## src/hdl/mfhdr_pkg.sv

```systemverilog
package mfhdr_pkg;

    // Sizing
    localparam int MAX_ORDER  = 8;
    localparam int MAX_PIXELS = 131072;
    localparam int AMP_BITS   = 16;
    localparam int PHASE_BITS = 16;

    localparam int SLOT_W  = $clog2(MAX_ORDER);
    localparam int POS_W   = $clog2(MAX_PIXELS);
    localparam int HELD_W  = $clog2(MAX_ORDER + 2);
    localparam int ORDER_W = 4;

    // Flag byte bit that marks a saturated pixel
    localparam int SAT_BIT = 3;

    localparam logic [SLOT_W:0]    ORDER_WRAP = (SLOT_W + 1)'(MAX_ORDER);
    localparam logic [SLOT_W-1:0]  LAST_SLOT  = SLOT_W'(MAX_ORDER - 1);
    localparam logic [POS_W-1:0]   LAST_POS   = POS_W'(MAX_PIXELS - 1);
    localparam logic [HELD_W-1:0]  MIN_ORDER  = HELD_W'(2);
    localparam logic [HELD_W-1:0]  TOP_ORDER  = HELD_W'(MAX_ORDER);
    localparam logic [ORDER_W-1:0] ORDER_RST  = ORDER_W'(2);

    typedef struct packed {
        logic                  sat;
        logic [AMP_BITS-1:0]   amp;
        logic [PHASE_BITS-1:0] ph;
    } entry_t;

    // One memory word: all ring slots of one pixel position
    typedef entry_t [MAX_ORDER-1:0] hist_word_t;

    typedef struct packed {
        logic [15:0] amplitude;
        logic [15:0] phase;
        logic [7:0]  pixel_flags;
        logic        end_of_frame;
    } in_word_t;

    typedef struct packed {
        logic [15:0] merged_amplitude;
        logic [15:0] merged_phase;
        logic        from_history;
        logic        frame_done;
    } out_word_t;

    // Ring context of the word in the merge stage
    typedef struct packed {
        logic [SLOT_W-1:0] newest;
        logic [HELD_W-1:0] held;
    } ctx_t;

endpackage

```

## src/hdl/mfhdr_select.sv

```systemverilog
module mfhdr_select (
    input  mfhdr_pkg::in_word_t   item,
    input  mfhdr_pkg::ctx_t       ctx,
    input  mfhdr_pkg::hist_word_t rd_word,
    output mfhdr_pkg::hist_word_t wb_word,
    output mfhdr_pkg::out_word_t  result
);
    import mfhdr_pkg::*;

    always_comb
    begin
        entry_t                cur;
        hist_word_t            upd;
        logic [SLOT_W:0]       sum;
        logic [SLOT_W-1:0]     slot;
        logic [AMP_BITS-1:0]   best_amp;
        logic [PHASE_BITS-1:0] best_ph;
        logic                  found;

        cur.sat = item.pixel_flags[SAT_BIT];
        cur.amp = item.amplitude;
        cur.ph  = item.phase;

        upd = rd_word;
        upd[ctx.newest] = cur;

        best_amp = '0;
        best_ph  = '0;
        found    = 1'b0;

        // oldest age first; strict compare keeps the older entry on a tie
        for (int a = MAX_ORDER - 1; a >= 0; a--)
        begin
            sum = {1'b0, ctx.newest} + ORDER_WRAP - (SLOT_W + 1)'(a);
            if (sum >= ORDER_WRAP)
            begin
                sum = sum - ORDER_WRAP;
            end
            slot = sum[SLOT_W-1:0];
            if ((HELD_W'(a) < ctx.held) && !upd[slot].sat && (upd[slot].amp > best_amp))
            begin
                best_amp = upd[slot].amp;
                best_ph  = upd[slot].ph;
                found    = 1'b1;
            end
        end

        wb_word = upd;

        result.merged_amplitude = found ? best_amp : item.amplitude;
        result.merged_phase     = found ? best_ph  : item.phase;
        result.from_history     = found;
        result.frame_done       = item.end_of_frame;
    end

endmodule

```

## config.mk

```make
export PLATFORM = sky130hd
export DESIGN_NAME = mfhdr_select
export DESIGN_NICKNAME = d
export VERILOG_FILES = /design/src/hdl/mfhdr_pkg.sv /design/src/hdl/mfhdr_select.sv
export SDC_FILE = /design/constraint.sdc
export NUM_CORES = 1
export LEC_CHECK = 0
export BUFFER_PORTS_ARGS = -buffer_cell sky130_fd_sc_hd__buf_2
export CAP_MARGIN = 20
export CORE_AREA = 10 10 271 247
export DETAILED_ROUTE_END_ITERATION = 16
export DIE_AREA = 0 0 281 257
export PLACE_DENSITY_LB_ADDON = 0.1
export SYNTH_ARGS = -nofsm -noshare
export SYNTH_HDL_FRONTEND = slang
export SYNTH_SLANG_ARGS = --single-unit
```

## constraint.sdc

```tcl
create_clock -name vclk -period 52.5
set_input_delay 5.25 -clock vclk [all_inputs]
set_output_delay 5.25 -clock vclk [all_outputs]
set_load 0.01 [all_outputs]
```

After elaboration in Yosys (flattened, before gate mapping). Cells that the tools add are included.

Output and inout port bits: 298. Input port bits: 312. Register bits: 0. Word-level logic and storage cells: 128.

Add/subtract/negate cells: 16. Reduce and logical (&&, ||, !) cells: 25. Order comparisons: 34. Multiplexer cells: 53.

Operators with widths (count): 33-bit binary-select mux with 3-bit select (8); 33-bit 2-to-1 mux (9); 16-bit 2-to-1 mux (18); 264-bit bitwise mux (1); 16-bit > comparator (7); 33-bit demux with 3-bit select (1); 3-bit by 4-bit less-than comparator with 1-bit output (second input constant) (9); 4-bit >= comparator (second input constant) (8); 3-bit 2-to-1 mux (8); 3-bit by 1-bit subtractor with 3-bit output (second input constant) (8); 1-bit logical AND (17); 16-bit by 1-bit > comparator with 1-bit output (second input constant) (1); 3-bit by 4-bit less-than comparator with 1-bit output (first input constant) (4); 4-bit by 3-bit subtractor with 4-bit output (second input constant) (4); 1-bit zero test (8); 1-bit by 4-bit less-than comparator with 1-bit output (first input constant) (2); 2-bit by 4-bit less-than comparator with 1-bit output (first input constant) (2); 1-bit 2-to-1 mux (8); 4-bit by 2-bit subtractor with 4-bit output (second input constant) (2); 3-bit by 4-bit adder with 4-bit output (second input constant) (1); 4-bit by 1-bit subtractor with 4-bit output (second input constant) (1); 3-bit by 1-bit >= comparator with 1-bit output (second input constant) (1).

Logic depth before layout (Yosys ltp).
Depth in word-level cells: 33. Mapped depth: 125. Depth with buffers taken out: 105.

Least setup slack after synthesis. No wires, ideal clock.

Kind: input port to output port. From: in ctx[4] (netlist bit). To: out result[10] (netlist bit). Arrival time: 26098 ps. Setup slack: 21152 ps. Required time: 47250 ps. Cell stages on the path: 119. Path buffers: 21. Path through: buf_2 -> buf_4 -> buf_6 -> clkbuf_1 -> inv_2 -> clkbuf_1 -> buf_1 -> buf_1 -> buf_1 -> ha_1 -> buf_2 -> clkbuf_1 -> mux4_2 -> nor4_1 -> nand4_1 -> nand2_1 -> a21o_1 -> buf_2 -> [83 not listed] -> ha_1 -> a21oi_1 -> nor2b_1 -> o21ai_0 -> nand2b_1 -> a21oi_1 -> nor2b_1 -> o21ai_0 -> nand2b_1 -> a21oi_1 -> nand2_1 -> o2111a_1 -> nor4_1 -> nand3_1 -> nor3_4 -> nor2_2 -> buf_2 -> a221o_1.

RTL lines: start, declared (line mfhdr_select.sv:3) `input mfhdr_pkg::ctx_t ctx,`; end, declared (line mfhdr_select.sv:6) `output mfhdr_pkg::out_word_t result`.

==> reports/results.tsv <==
metric	value	unit
most numerous cell in the Yosys netlist	mux2_2	
Final min period	35810	ps
DRT iter0 DRCs	1576	
Int Pwr	0.290	mW
initial antenna violation count	7	
Clk pwr share	0	%
share of cells above drive strength 1	48.4	%
Worst setup EP type	output port	
routed wire length	101000	um
DRC Markers	0	
Initial DRT Pass Iterations	5	
Arrival @ worst endpoint	30560	ps
post-DR vias/cell	5.97	
final worst slack	16690	ps
worst-margin pin slew	956	ps
placer congestion estimate	0.981	
wire per inst	30.1	um
vias	20000	
Die Width	281	um
most frequent cells after synthesis	mux2_2, mux2i_1, nand2_1	
Psw	0.436	mW
number of global-route vias before repair	20100	
Initial Utilization	29.8	%
Netlist cell types	80	
Slew Limit Fails	0	
clkbuf count	0	
Rows	86	
Switching Share	60.1	%
CTS hold repair buffers	0	
Mean Syn Cell Area	8.69	um^2
Setup Buffers After CTS	0	
Startpoint Class	input pin	
core area	0.0610	mm^2
storage element area	0	um^2
Fin. Hold Viols	0	
most frequent CP cell	a21oi_1	
status	complete, no violations	
RSZ-0062 raised after global routing	no	
I/O Pins	610	
Max VDD drop	21.4	uV
Final Cycle Share	68.2	%
setup TNS	0	ps
DP HPWL	81300	um
critical path class	input pin to output port	
Nets	2985	
seq_cells	0	
crit-path max FO	50	
PostCTS Resize Cnt	0	
Worst path max stage delay	670	ps
port bufs	601	
Critical Path RT	47250	ps
Power per Cell Area	33.1	mW/mm^2
largest net degree at the start of global routing	61	
first-pass GRT wire length	144000	um
highest clock rate	0.0279	GHz
worst hold path type	input pin to output port	
Area contributors post-synth	mux2_2, mux2i_1, mux4_2	
Die ar.	0.0722	mm^2
Sequential Power Share	0	%
Die H	257	um
Total Routing Usage GR	26.3	%
CP max-delay cell	ha_4	
Yosys top cell area share	24.9	%
Slew headroom	36.3	%
max_cap viols	0	
sequential area share after synthesis	0	%
largest area contributor in the netlist	mux2_2	
pre-CTS WS	17100	ps
Area Growth Syn to Fin	20.7	%
Mapped Area	0.0182	mm^2
Ys Warns	0	
post-route ant nets	0	
Lkg Pwr	10.2	nW
synthesized instance count	2093	
Comb power frac	100.0	%
GRT overflow	0	
post-synthesis net count	2514	
final setup fails	0	
[worst max-delay path: cells and delay by family]
kind,cells,cell delay (ps)
AO/OA/AOI/OAI,40,10050
AND/OR/NAND/NOR,41,6870
buffers and inverters,10,3920
adder cells (fa/ha/maj),8,2600
multiplexers,4,1660
[final timing paths]
| path | start | end | slack, ps | cells past startpoint |
|---|---|---|---|---|
| hold / removal | item[0] | result[0] | 10500 | 0 |
| setup / recovery | ctx[5] | result[3] | 16690 | 103 |
[logic make-up after synthesis]
logic type	Yosys count	share of synthesized area (%)
buffers and inverters	244	5.37
adder cells (fa/ha/maj)	110	7.56
XOR/XNOR	10	0.482
AND/OR/NAND/NOR	519	13.3
AO/OA/AOI/OAI	335	13.0
multiplexers	875	60.4
[layer usage]
layer | vias to the layer above | part of all wire, % | global-route usage (%)
met5 | - | 0 | 0
met4 | 0 | 2.3 | 5.31
met3 | 95 | 6.6 | 3.51
met2 | 900 | 49 | 45.5
met1 | 10000 | 43 | 34.3
li1 | 9006 | - | -
[layout by cell type, fill, tap and decap left out, drive strengths merged, types with 4 or more instances in the layout]
master	instances
a211oi	36
a21o	26
a21oi	104
a221o	21
a311oi	16
a31oi	19
and2	6
and3	34
buf	640
ha	109
inv	72
mux2	417
mux2i	325
mux4	133
nand2	280
nand2b	18
nand3	12
nand4	24
nor2	59
nor2b	39
nor3	27
nor4	6
o211a	4
o211ai	15
o21a	19
o21ai	37
o221ai	4
or2	6
xnor2	4
xor2	6
[cell type report]
class              instances  area [um^2]
diodes                     2         5.00
fillers                 6380        39100
inverters                 72          275
multi-input cells       1849        17400
well taps                792          991
repair buffers           641         3320
[power by group through the flow]
stage          registers [mW]  logic, mW  clock network, mW
5_1_grt                     0      0.783      0.00000000511
6_report                    0      0.726      0.00000000512
4_1_cts                     0      0.718                  0
3_5_place_dp                0      0.714                  0
3_3_place_gp                0      0.715                  0
2_1_floorplan               0      0.458                  0
[metrics by stage]
stage	total power [mW]	cells	hold WS [ps]	util, %	area, um^2
5_1_grt	0.783	3356	10500	36.0	21900
4_1_cts	0.718	3353	10500	35.9	21900
3_5_place_dp	0.714	3353	10500	35.9	21900
6_report	0.726	3356	10500	36.0	21900
3_3_place_gp	0.715	3353	10500	35.9	21900
2_1_floorplan	0.458	2093	10590	-	18200
(Power assumes the default switching activity.)
